**src/hw/rtl/clp_pkg.sv**
```systemverilog
// Shared types and constants for the homogeneous line clipper.
// Used by clp_div_cell, clp_lerp and homogeneous_line_clipper; no dependencies.
`timescale 1ns / 1ps
`default_nettype none

package clp_pkg;

  localparam int CW     = 32;      // coordinate width, signed Q16.16
  localparam int CHW    = 8;       // one color channel
  localparam int NCH    = 3;       // color channels per end
  localparam int NCRD   = 4;       // x, y, z, w
  localparam int PLANES = 6;
  localparam int TW     = 32;      // clip parameter fraction bits
  localparam int BW     = CW + 1;  // boundary value width
  localparam int DW     = CW + 2;  // divider operand width

  localparam logic [TW:0] T_ONE = {1'b1, {TW{1'b0}}};

  typedef struct packed {
    logic signed [CW-1:0]  first_x;
    logic signed [CW-1:0]  first_y;
    logic signed [CW-1:0]  first_z;
    logic signed [CW-1:0]  first_w;
    logic [NCH*CHW-1:0]    first_color;
    logic signed [CW-1:0]  second_x;
    logic signed [CW-1:0]  second_y;
    logic signed [CW-1:0]  second_z;
    logic signed [CW-1:0]  second_w;
    logic [NCH*CHW-1:0]    second_color;
  } clp_in_t;

  typedef struct packed {
    logic signed [CW-1:0]  start_x;
    logic signed [CW-1:0]  start_y;
    logic signed [CW-1:0]  start_z;
    logic signed [CW-1:0]  start_w;
    logic [NCH*CHW-1:0]    start_color;
    logic signed [CW-1:0]  end_x;
    logic signed [CW-1:0]  end_y;
    logic signed [CW-1:0]  end_z;
    logic signed [CW-1:0]  end_w;
    logic [NCH*CHW-1:0]    end_color;
  } clp_out_t;

  // One divider stage's worth of state: six restoring divisions in flight
  // plus everything the later stages need about the segment.
  typedef struct packed {
    logic [PLANES-1:0][DW-1:0] rem;
    logic [PLANES-1:0][DW-1:0] den;
    logic [PLANES-1:0][TW-1:0] quo;
    logic [PLANES-1:0]         sel_in;
    logic [PLANES-1:0]         sel_out;
    logic [PLANES-1:0]         acode;
    logic [PLANES-1:0]         ccode;
    clp_in_t                   seg;
  } clp_div_t;

endpackage

`default_nettype wire

```
**src/hw/rtl/clp_div_cell.sv**
```systemverilog
// One cell of the divider chain: one restoring quotient bit for all six planes.
// Depends on clp_pkg.
`timescale 1ns / 1ps
`default_nettype none

module clp_div_cell (
  input  wire logic              clk,
  input  wire logic              rst_n,
  input  wire logic              en,
  input  wire logic              vld_in,
  input  wire clp_pkg::clp_div_t data_in,
  output logic                   vld_r,
  output clp_pkg::clp_div_t      data_r
);

  clp_pkg::clp_div_t                                 data_nxt;
  logic [clp_pkg::PLANES-1:0][clp_pkg::DW-1:0]       shf;
  logic [clp_pkg::PLANES-1:0]                        ge;

  always_comb begin
    data_nxt = data_in;
    for (int i = 0; i < clp_pkg::PLANES; i++) begin
      shf[i] = {data_in.rem[i][clp_pkg::DW-2:0], 1'b0};
      ge[i]  = (shf[i] >= data_in.den[i]);
      data_nxt.rem[i] = ge[i] ? (shf[i] - data_in.den[i]) : shf[i];
      data_nxt.quo[i] = {data_in.quo[i][clp_pkg::TW-2:0], ge[i]};
    end
  end

  always_ff @(posedge clk) begin
    if (!rst_n) begin
      vld_r <= 1'b0;
    end else if (en) begin
      vld_r <= vld_in;
    end
  end

  always_ff @(posedge clk) begin
    if (en) begin
      data_r <= data_nxt;
    end
  end

endmodule

`default_nettype wire

```
**config.mk**
```make
export PLATFORM = sky130hd
export DESIGN_NAME = clp_div_cell
export DESIGN_NICKNAME = d
export VERILOG_FILES = /design/src/hw/rtl/clp_pkg.sv /design/src/hw/rtl/clp_div_cell.sv
export SDC_FILE = /design/constraint.sdc
export NUM_CORES = 1
export LEC_CHECK = 0
export BUFFER_PORTS_ARGS = -buffer_cell sky130_fd_sc_hd__buf_2
export CORE_AREA = 2 2 717 719
export CTS_BUF_LIST = sky130_fd_sc_hd__clkbuf_16
export CTS_CLUSTER_SIZE = 8
export DETAILED_ROUTE_END_ITERATION = 10
export DIE_AREA = 0 0 719 721
export GPL_ROUTABILITY_DRIVEN = 0
export GPL_TIMING_DRIVEN = 1
export SLEW_MARGIN = 20
export SYNTH_ARGS = -nofsm -noshare
export SYNTH_HDL_FRONTEND = slang
export SYNTH_SLANG_ARGS = --single-unit
```
**constraint.sdc**
```tcl
create_clock -name clk -period 9.45 [get_ports clk]
set_input_delay 0.945 -clock clk [delete_from_list [all_inputs] [get_ports clk]]
set_output_delay 0.945 -clock clk [all_outputs]
set_load 0.01 [all_outputs]
```
==> reports/results.txt <==
Sequential area share after synthesis: 67.1%
Latest clock arrival within the worst-skew pair: 0.86 ns
Drt first pass iters: 7
Initial cell density of the core: 8.13%
Routed WL: 403000 um
Endpoint, Worst Hold: data_r[459]
Gr ovfl total: 0
Reg-to-reg slack, setup: 8.86 ns
Port Buffers: 1848
Total chip power: 13200 uW
Num CTS Buffers: 154
Vias in the first global route: 34700
Gate Count Post-Synth: 2989
Met3 WL: 66200 um
Post-synth EDFFs: 928
Most common cell after layout, fill and taps aside: buf_2
Post-Syn Area per Cell: 13.9 um^2
Status: finished clean
Die ar.: 0.518 mm^2
Core area: 0.511 mm^2
Number of core rows: 263
Post-CTS Setup Inserts: 0
Area Growth Syn to Fin: 54.1%
Reg2reg end: vld_r
Area share of the largest cell type after synthesis: 67.1%
Most frequent cells in the layout: 1847 x buf_2, 928 x edfxtp_1, 279 x inv_1, 227 x a21oi_1, 204 x ha_1
RSZ-0062 raised after global routing: no
Clk_skew: 0 ns
# DRC: 0
Leakage: 0.0256 uW
Yosys top cell by area: edfxtp_1
Yosys warnings: 0
Wire length per cell: 33.7 um
H-tree Lvls: 4
Clock tree buffer depth: 4
Crit start category: input port
Max-slew headroom: 29.0%
Syn_nets: 4131
Top Ports: 1861
Top cells by area, synth: edfxtp_1 67%, ha_1 6.1%, a21oi_1 2.7%
Critical-path maximum fanout: 43
DR iter-0 viols: 3510
Hold Path Depth: 1
Power per Cell Area: 207 mW/mm^2
Cell Area, Synth: 0.0415 mm^2
Post-synth top flop: edfxtp_1
Filler Cells Inserted: 58000
Initial antenna violation count: 359
Die Height: 721 um
HPWL Detailed: 357000 um
Synth cell types: 77
Post-synth ARST share: 0%
Fmax: 0.213 GHz
Share of post-route cells with drive strength above 1: 43.2%
Largest net degree at the start of global routing: 150
HP Class: input port to register
Fin crit period: 4.69 ns
Wl on met1: 128000 um
Hold_sp: data_in[458]
Clock Tree Root: clkbuf_16
Tcrit/Tclk final: 49.6%
Number of clock sinks: 929
Crit path DAT: 5.25 ns
WL met2: 179000 um
Final std cells w/o fill: 11900
DR vias/cell: 3.08
Final Slew Violations: 0
Die width: 719 um
Overall routing resource usage: 14.8%
Crit. End Element: register
Slowest-stage cell, CP: a21oi_1
First-pass GRT wire length: 472000 um
Setup violators final: 0
Max VDD drop: 134 uV
# hold bufs at CTS: 0
Worst Reg-to-Reg Cells: 2
Routed Antenna Nets: 0
Vias: 36800
Cells after DPL: 11500
Post-route setup TNS: 0 ns
Worst r2r src: vld_r
Critical Path RT: 10.02 ns
#FFs+latches synth: 929
Worst-path clk slew: 0.05 ns
Max layer used: met5
Final-report hold violation count: 0
Total of max-cap violations: 0
Slowest stage delay, CP: 0.82 ns
Nets: 6074
Sequence of cells on the critical path: buf_2 -> inv_1 -> ha_1 -> a21o_1 -> a21oi_1 -> nand2b_1 -> nor4b_2 -> o31ai_1 -> a311o_1 -> a21oi_4 -> buf_4 -> inv_1 -> mux2_1
CTS tree: built
Crit path kind: input port to register
Most used cell, CP: inv_1
Actual slew at the worst max-slew pin: 1.05 ns
Post-CTS sizing: 0
==> synth_stat cells, types with 20 or more instances <==
cell and number:
a211oi_1 20, nand3_1 52, a21o_1 119, edfxtp_1 928, inv_1 259, nor2b_1 24
xnor2_1 104, nand2b_1 26, clkbuf_1 53, nand4_1 26, a21oi_1 227, o21ai_0 166
o21a_1 20, mux2_2 59, nor3_1 27, mux2_4 26, nor2_1 148, ha_1 204
xor2_1 67, a31oi_1 22, nand2_1 170
==> power breakdown <==
group / switching, uW / leakage (uW) / internal (uW)
registers: 139 / 0.00909 / 5000
clock network: 2270 / 0.00221 / 3040
logic: 1950 / 0.0143 / 825
total: 4360 / 0.0256 / 8870
==> through the flow <==
step,util (%),area (um^2),hold slack [ns],worst slack [ns]
detailed placement,11.6,59100,0.516,4.07
global route,12.5,63700,0.161,4.71
CTS,12.4,63500,0.122,5.02
finish,12.5,64000,0.237,4.76
global placement,11.6,59100,0.506,4.07
floorplan,-,41500,0.538,5.68
==> layout make-up <==
cell class	instances	area (um^2)	area share, %
inverter	259	972	1.52
tap	6757	8450	13.2
multi-input combinational	1727	12400	19.3
clock inverter	63	450	0.704
antenna	188	470	0.735
sequential	929	27900	43.6
timing repair buffer	1861	9440	14.8
clock buffer	157	3930	6.14
==> how the worst max path moves through the flow <==
stage / end / depth (start not counted) / slack, ns / from
finish: data_r[904] / 13 / 4.76 / data_in[699]
global route: data_r[904] / 13 / 4.71 / data_in[699]
CTS: data_r[904] / 13 / 5.02 / data_in[699]
detailed placement: data_r[904] / 13 / 4.07 / data_in[699]
global placement: data_r[904] / 13 / 4.07 / data_in[699]
floorplan: data_r[866] / 14 / 5.68 / data_in[667]
==> kinds of logic after synthesis <==
| group | synth area share [%] |
|---|---|
| buf+inv | 3.14 |
| compound gates | 10.8 |
| flops | 67.1 |
| fa+ha+maj | 6.43 |
| xor+xnor | 3.61 |
| mux | 2.74 |
| simple gates | 6.14 |
==> sequential cells by signal, indices dropped and copies added, names as in the netlist <==
signal / cells
data_r: 928
vld_r: 1
==> per-layer routing <==
metal | GRT usage, % | vias to the layer above
li1 | - | 15300
met1 | 13.8 | 17500
met2 | 23.6 | 2754
met3 | 10.9 | 1065
met4 | 7.85 | 124
met5 | 1.16 | -
==> critical path, delay by kind of cell <==
family          cells  cell delay [ns]
compound gates      5             2.15
buf+inv             4             0.75
simple gates        2             0.67
fa+ha+maj           1             0.34
mux                 1             0.33
No activity file was read; power rests on OpenSTA's default activity.
