File: config.mk
export PLATFORM = sky130hd
export DESIGN_NAME = clp_lerp
export DESIGN_NICKNAME = d
export VERILOG_FILES = /design/src/hw/rtl/clp_pkg.sv /design/src/hw/rtl/clp_lerp.sv
export SDC_FILE = /design/constraint.sdc
export NUM_CORES = 2
export LEC_CHECK = 0
export ABC_CLOCK_PERIOD_IN_PS = 7000
export BUFFER_PORTS_ARGS = -buffer_cell sky130_fd_sc_hd__buf_2
export CORE_MARGIN = 8
export CORE_UTILIZATION = 35
export DETAILED_ROUTE_END_ITERATION = 8
export PLACE_DENSITY = 0.51
export SLEW_MARGIN = 10
export SYNTH_ARGS = -nofsm -noshare
export SYNTH_HDL_FRONTEND = slang
export SYNTH_SLANG_ARGS = --single-unit
File: constraint.sdc
create_clock -name clk -period 7 [get_ports clk]
set_input_delay 1.4 -clock clk [delete_from_list [all_inputs] [get_ports clk]]
set_output_delay 1.4 -clock clk [all_outputs]
set_load 0.05 [all_outputs]
File: src/hw/rtl/clp_pkg.sv
// Shared types and constants for the homogeneous line clipper.
// Used by clp_div_cell, clp_lerp and homogeneous_line_clipper; no dependencies.
`timescale 1ns / 1ps
`default_nettype none

package clp_pkg;

  localparam int CW     = 32;      // coordinate width, signed Q16.16
  localparam int CHW    = 8;       // one color channel
  localparam int NCH    = 3;       // color channels per end
  localparam int NCRD   = 4;       // x, y, z, w
  localparam int PLANES = 6;
  localparam int TW     = 32;      // clip parameter fraction bits
  localparam int BW     = CW + 1;  // boundary value width
  localparam int DW     = CW + 2;  // divider operand width

  localparam logic [TW:0] T_ONE = {1'b1, {TW{1'b0}}};

  typedef struct packed {
    logic signed [CW-1:0]  first_x;
    logic signed [CW-1:0]  first_y;
    logic signed [CW-1:0]  first_z;
    logic signed [CW-1:0]  first_w;
    logic [NCH*CHW-1:0]    first_color;
    logic signed [CW-1:0]  second_x;
    logic signed [CW-1:0]  second_y;
    logic signed [CW-1:0]  second_z;
    logic signed [CW-1:0]  second_w;
    logic [NCH*CHW-1:0]    second_color;
  } clp_in_t;

  typedef struct packed {
    logic signed [CW-1:0]  start_x;
    logic signed [CW-1:0]  start_y;
    logic signed [CW-1:0]  start_z;
    logic signed [CW-1:0]  start_w;
    logic [NCH*CHW-1:0]    start_color;
    logic signed [CW-1:0]  end_x;
    logic signed [CW-1:0]  end_y;
    logic signed [CW-1:0]  end_z;
    logic signed [CW-1:0]  end_w;
    logic [NCH*CHW-1:0]    end_color;
  } clp_out_t;

  // One divider stage's worth of state: six restoring divisions in flight
  // plus everything the later stages need about the segment.
  typedef struct packed {
    logic [PLANES-1:0][DW-1:0] rem;
    logic [PLANES-1:0][DW-1:0] den;
    logic [PLANES-1:0][TW-1:0] quo;
    logic [PLANES-1:0]         sel_in;
    logic [PLANES-1:0]         sel_out;
    logic [PLANES-1:0]         acode;
    logic [PLANES-1:0]         ccode;
    clp_in_t                   seg;
  } clp_div_t;

endpackage

`default_nettype wire

File: src/hw/rtl/clp_lerp.sv
// Four-stage interpolation lane: p + round(t * (q - p)), or a pass value.
// Depends on clp_pkg.
`timescale 1ns / 1ps
`default_nettype none

module clp_lerp #(
  parameter int VW  = clp_pkg::CW,
  parameter bit SGN = 1'b1
) (
  input  wire logic                 clk,
  input  wire logic [3:0]           en,
  input  wire logic [VW-1:0]        p,
  input  wire logic [VW-1:0]        q,
  input  wire logic [VW-1:0]        pass,
  input  wire logic [clp_pkg::TW:0] t,
  input  wire logic                 sel,
  output logic [VW-1:0]             res_r
);

  localparam int TW = clp_pkg::TW;
  localparam int DW = VW + 1;
  localparam int HW = (DW > TW) ? (DW - TW) : 1;
  localparam int MW = TW + HW;
  localparam logic [2*TW:0] HALF = (2*TW+1)'(1) << (TW - 1);

  logic [DW-1:0]      diff;
  logic [DW-1:0]      mag;
  logic [2*TW:0]      lowsum;
  logic [HW+TW:0]     rnd;
  logic [DW-1:0]      sum;
  logic [VW-1:0]      res_nxt;

  logic               neg0_r, neg1_r, neg2_r;
  logic [MW-1:0]      mag0_r;
  logic [VW-1:0]      p0_r, p1_r, p2_r;
  logic [VW-1:0]      pass0_r, pass1_r, pass2_r;
  logic               sel0_r, sel1_r, sel2_r;
  logic [TW:0]        t0_r;
  logic [2*TW-1:0]    plo1_r;
  logic [HW+TW-1:0]   phi1_r;
  logic [DW-1:0]      rnd2_r;

  always_comb begin
    diff    = {SGN & q[VW-1], q} - {SGN & p[VW-1], p};
    mag     = diff[DW-1] ? (DW'(0) - diff) : diff;
    lowsum  = {1'b0, plo1_r} + HALF;
    rnd     = {1'b0, phi1_r} + (HW+TW+1)'(lowsum[2*TW:TW]);
    sum     = neg2_r ? ({SGN & p2_r[VW-1], p2_r} - rnd2_r)
                     : ({SGN & p2_r[VW-1], p2_r} + rnd2_r);
    res_nxt = sel2_r ? sum[VW-1:0] : pass2_r;
  end

  always_ff @(posedge clk) begin
    if (en[0]) begin
      neg0_r  <= diff[DW-1];
      mag0_r  <= MW'(mag);
      p0_r    <= p;
      pass0_r <= pass;
      sel0_r  <= sel;
      t0_r    <= t;
    end
    if (en[1]) begin
      // A parameter of exactly one moves the whole distance.
      if (t0_r[TW]) begin
        plo1_r <= {mag0_r[TW-1:0], {TW{1'b0}}};
        phi1_r <= {mag0_r[MW-1:TW], {TW{1'b0}}};
      end else begin
        plo1_r <= mag0_r[TW-1:0] * t0_r[TW-1:0];
        phi1_r <= mag0_r[MW-1:TW] * t0_r[TW-1:0];
      end
      neg1_r  <= neg0_r;
      p1_r    <= p0_r;
      pass1_r <= pass0_r;
      sel1_r  <= sel0_r;
    end
    if (en[2]) begin
      rnd2_r  <= rnd[DW-1:0];
      neg2_r  <= neg1_r;
      p2_r    <= p1_r;
      pass2_r <= pass1_r;
      sel2_r  <= sel1_r;
    end
    if (en[3]) begin
      res_r <= res_nxt;
    end
  end

endmodule

`default_nettype wire
==> flow_summary.json <==
{
  "synth_adder_area_share": 0.431,
  "hp-start": "pass1_r[24]",
  "synth_top_family_by_area": "adder cells",
  "cts_sinks": 393,
  "cpLargestDelayFamily": "adder cells",
  "dieWidth_um": 402,
  "crit_chain": "buf_4 -> buf_4 -> and2_1 -> fa_1 -> inv_1 -> fa_1 -> inv_1 -> fa_1 -> fa_1 -> fa_1 -> fa_1 -> fa_1 -> fa_1 -> ha_4 -> and3_4 -> nand4_1 -> or4b_4 -> nor4_4 -> a211oi_4 -> o311ai_4 -> a41oi_2 -> o21a_1 -> nor3_1 -> nor3_2",
  "synth_warnings": 0,
  "layout.nets": 6930,
  "async_reset_ff_frac": 0,
  "dieArea_mm2": 0.161,
  "worst_slew_pin_slew_ps": 1070,
  "ant_nets": 0,
  "layout_common_cells": "inv_1 (942), fa_1 (880), and2_1 (587)",
  "synth_cell_types": 71,
  "gp_congestion": 0.901,
  "worstReg2RegStart": "mag0_r[11]",
  "grt_max_degree": 78,
  "ys_seq_elements": 393,
  "syn_nets": 6512,
  "start_util": 0.352,
  "core_mm2": 0.148,
  "hp-class": "register to register",
  "r2r-end": "plo1_r[58]",
  "routed_wl_mm": 147,
  "dp.cells": 7367,
  "hold_path_depth": 0,
  "whs_ps": 414,
  "regArea_mm2": 0.0118,
  "crit_top_cell": "fa_1",
  "synth-compound-area-share": 0.0625,
  "finalHoldViolCount": 0,
  "h-tree-depth": 2,
  "layout_commonest_cell": "inv_1",
  "grt_setup_unrepaired": "yes",
  "skew_ps": 30.4,
  "cpMaxStageDelayCell": "fa_1",
  "drt-pass1-iter-count": 5,
  "finalSetupViolations": 33,
  "final_area_mm2": 0.0606,
  "insertedDiodeCount": 0,
  "place_area_mm2": 0.0578,
  "synthSimpleGateAreaFrac": 0.152,
  "area_delta_synth_final_pct": 16.6,
  "end_kind": "register",
  "cp_max_fo": 4,
  "max_freq_ghz": 0.127,
  "clk_latency_ps": 620,
  "slew_violations": 0,
  "avgSynthCellArea_um2": 10.2,
  "synth_seq_area_share": 0.227,
  "maxCapViolCount": 0,
  "grt_pass1_wl_mm": 232,
  "num-fill-cells": 14400,
  "worst-r2r-setup-slack_ps": -850,
  "cts_buffer_depth": 3,
  "cts_tree": "done",
  "path_clk_slew_ps": 70,
  "start_kind": "register",
  "failed_checks": "setup timing",
  "cts-root-buf": "clkbuf_16",
  "worstRegToRegCells": 24,
  "postCtsHoldBufs": 0,
  "place_hpwl_mm": 122,
  "period_needed_ps": 7850,
  "num_rows": 141,
  "worstHoldEndpoint": "pass2_r[24]",
  "cp_data_required_time_ps": 7350,
  "synth-edff-count": 393,
  "syn_inst": 5122,
  "cts_buffers": 45,
  "drtIter0Drc": 2139,
  "wl_per_cell_um": 19.6,
  "drc": 0,
  "status": "finished with violations",
  "antenna_found_initial": 3,
  "fin_cells": 7504,
  "synth_area_mm2": 0.0520,
  "path_buf_inv": 4,
  "via_per_inst": 4.86,
  "die_h_um": 402,
  "synth_flop_cell": "edfxtp_1",
  "via_count": 36400,
  "fin_ws_ps": -847,
  "multi_input_area_mm2": 0.0365,
  "cp.arrival_ps": 8200,
  "pre_cts_slack_ps": -1060,
  "gr-total-overflow": 0,
  "grt_use_total": 0.183,
  "finalCritPeriodShare": 1.12,
  "synth-xor-area-share": 0.0343,
  "synth_mux_area_frac": 0.00698,
  "drive_gt1_frac": 0.153,
  "cpPeakStageDelay_ps": 610,
  "setup.worst_path.class": "register to register",
  "max_slew_margin": 0.289,
  "io_buffers": 166,
  "ios": 167,
  "grt_pass1_vias": 39100
}
## worst max path at each step
stage | start | cells after the start | slack (ps) | end
after global placement | t0_r[8] | 25 | -1020 | plo1_r[58]
after global routing | t0_r[7] | 24 | -1070 | plo1_r[54]
after floorplan | mag0_r[5] | 25 | -350 | plo1_r[58]
after CTS | mag0_r[18] | 26 | -850 | plo1_r[57]
final | mag0_r[11] | 24 | -850 | plo1_r[58]
after detailed placement | t0_r[8] | 25 | -1060 | plo1_r[58]
## area by class of cell
cell class,instances,area share
Timing Repair Buffer,611,0.0805
Inverter,954,0.0591
Sequential cell,393,0.195
Tap cell,1930,0.0398
Multi-Input combinational cell,3535,0.602
Clock buffer,50,0.0189
Clock inverter,31,0.00549
## cell families after synthesis
| family | count (synthesis) |
|---|---|
| xor+xnor | 204 |
| fa+ha+maj | 1255 |
| compound gates | 505 |
| flops | 393 |
| buf+inv | 1194 |
| mux | 33 |
| simple gates | 1538 |
## cells in the mapped netlist (18+ instances only)
library cell,number,area share
xor2_1,46,0.0077
mux2_2,26,0.0056
nor2_1,111,0.0080
clkbuf_1,229,0.017
edfxtp_1,393,0.23
nand2_1,583,0.042
a21o_1,68,0.0098
fa_1,898,0.35
o21bai_1,23,0.0033
nand4_1,31,0.0037
a21oi_1,150,0.014
and3_1,25,0.0030
nand3_1,65,0.0063
o21a_1,18,0.0026
nor3_1,32,0.0031
and2_1,608,0.073
ha_1,357,0.086
xnor2_1,158,0.027
o21ai_0,105,0.010
inv_1,952,0.069
## routing by layer
metal	wire (µm)	vias up	part of all wire	track usage
li1	-	16900	-	-
met1	62600	18800	0.43	0.236
met3	4510	173	0.031	0.0151
met4	4270	4	0.029	0.0468
met5	32	-	0.00022	0
met2	75500	643	0.51	0.329
## repair_timing
action	4_1_cts	5_1_grt
pin swaps	70	62
resized for setup	148	68
setup buffers	41	22
gates cloned	1	1
setup endpoints to repair	33	33
## worst reg2reg max path, delay by kind of cell (launching register included)
family | cells | cell delay [ps]
adders and majority gates | 9 | 4440
AOI/OAI and AO/OA | 4 | 850
DFF | 1 | 390
and+or+nand+nor | 7 | 1500
buffers and inverters | 4 | 410
## sequential cells by signal, summed over array words and instances (netlist names), 32 cells and up
register,count
pass1_r,32
p0_r,32
p1_r,32
p2_r,32
plo1_r,33
t0_r,33
rnd2_r,32
pass2_r,32
phi1_r,32
mag0_r,33
pass0_r,32
res_r,32
## per-stage QoR
step / util / setup TNS (ps)
finish: 0.411 / -20990
global route: 0.411 / -28630
CTS: 0.408 / -19110
detailed placement: 0.392 / -25870
global placement: 0.392 / -23790
floorplan: - / -1980
Power is left out: the tool's default activity adds up to more than one toggle a clock period on the data nets, which glitch-free logic cannot reach.
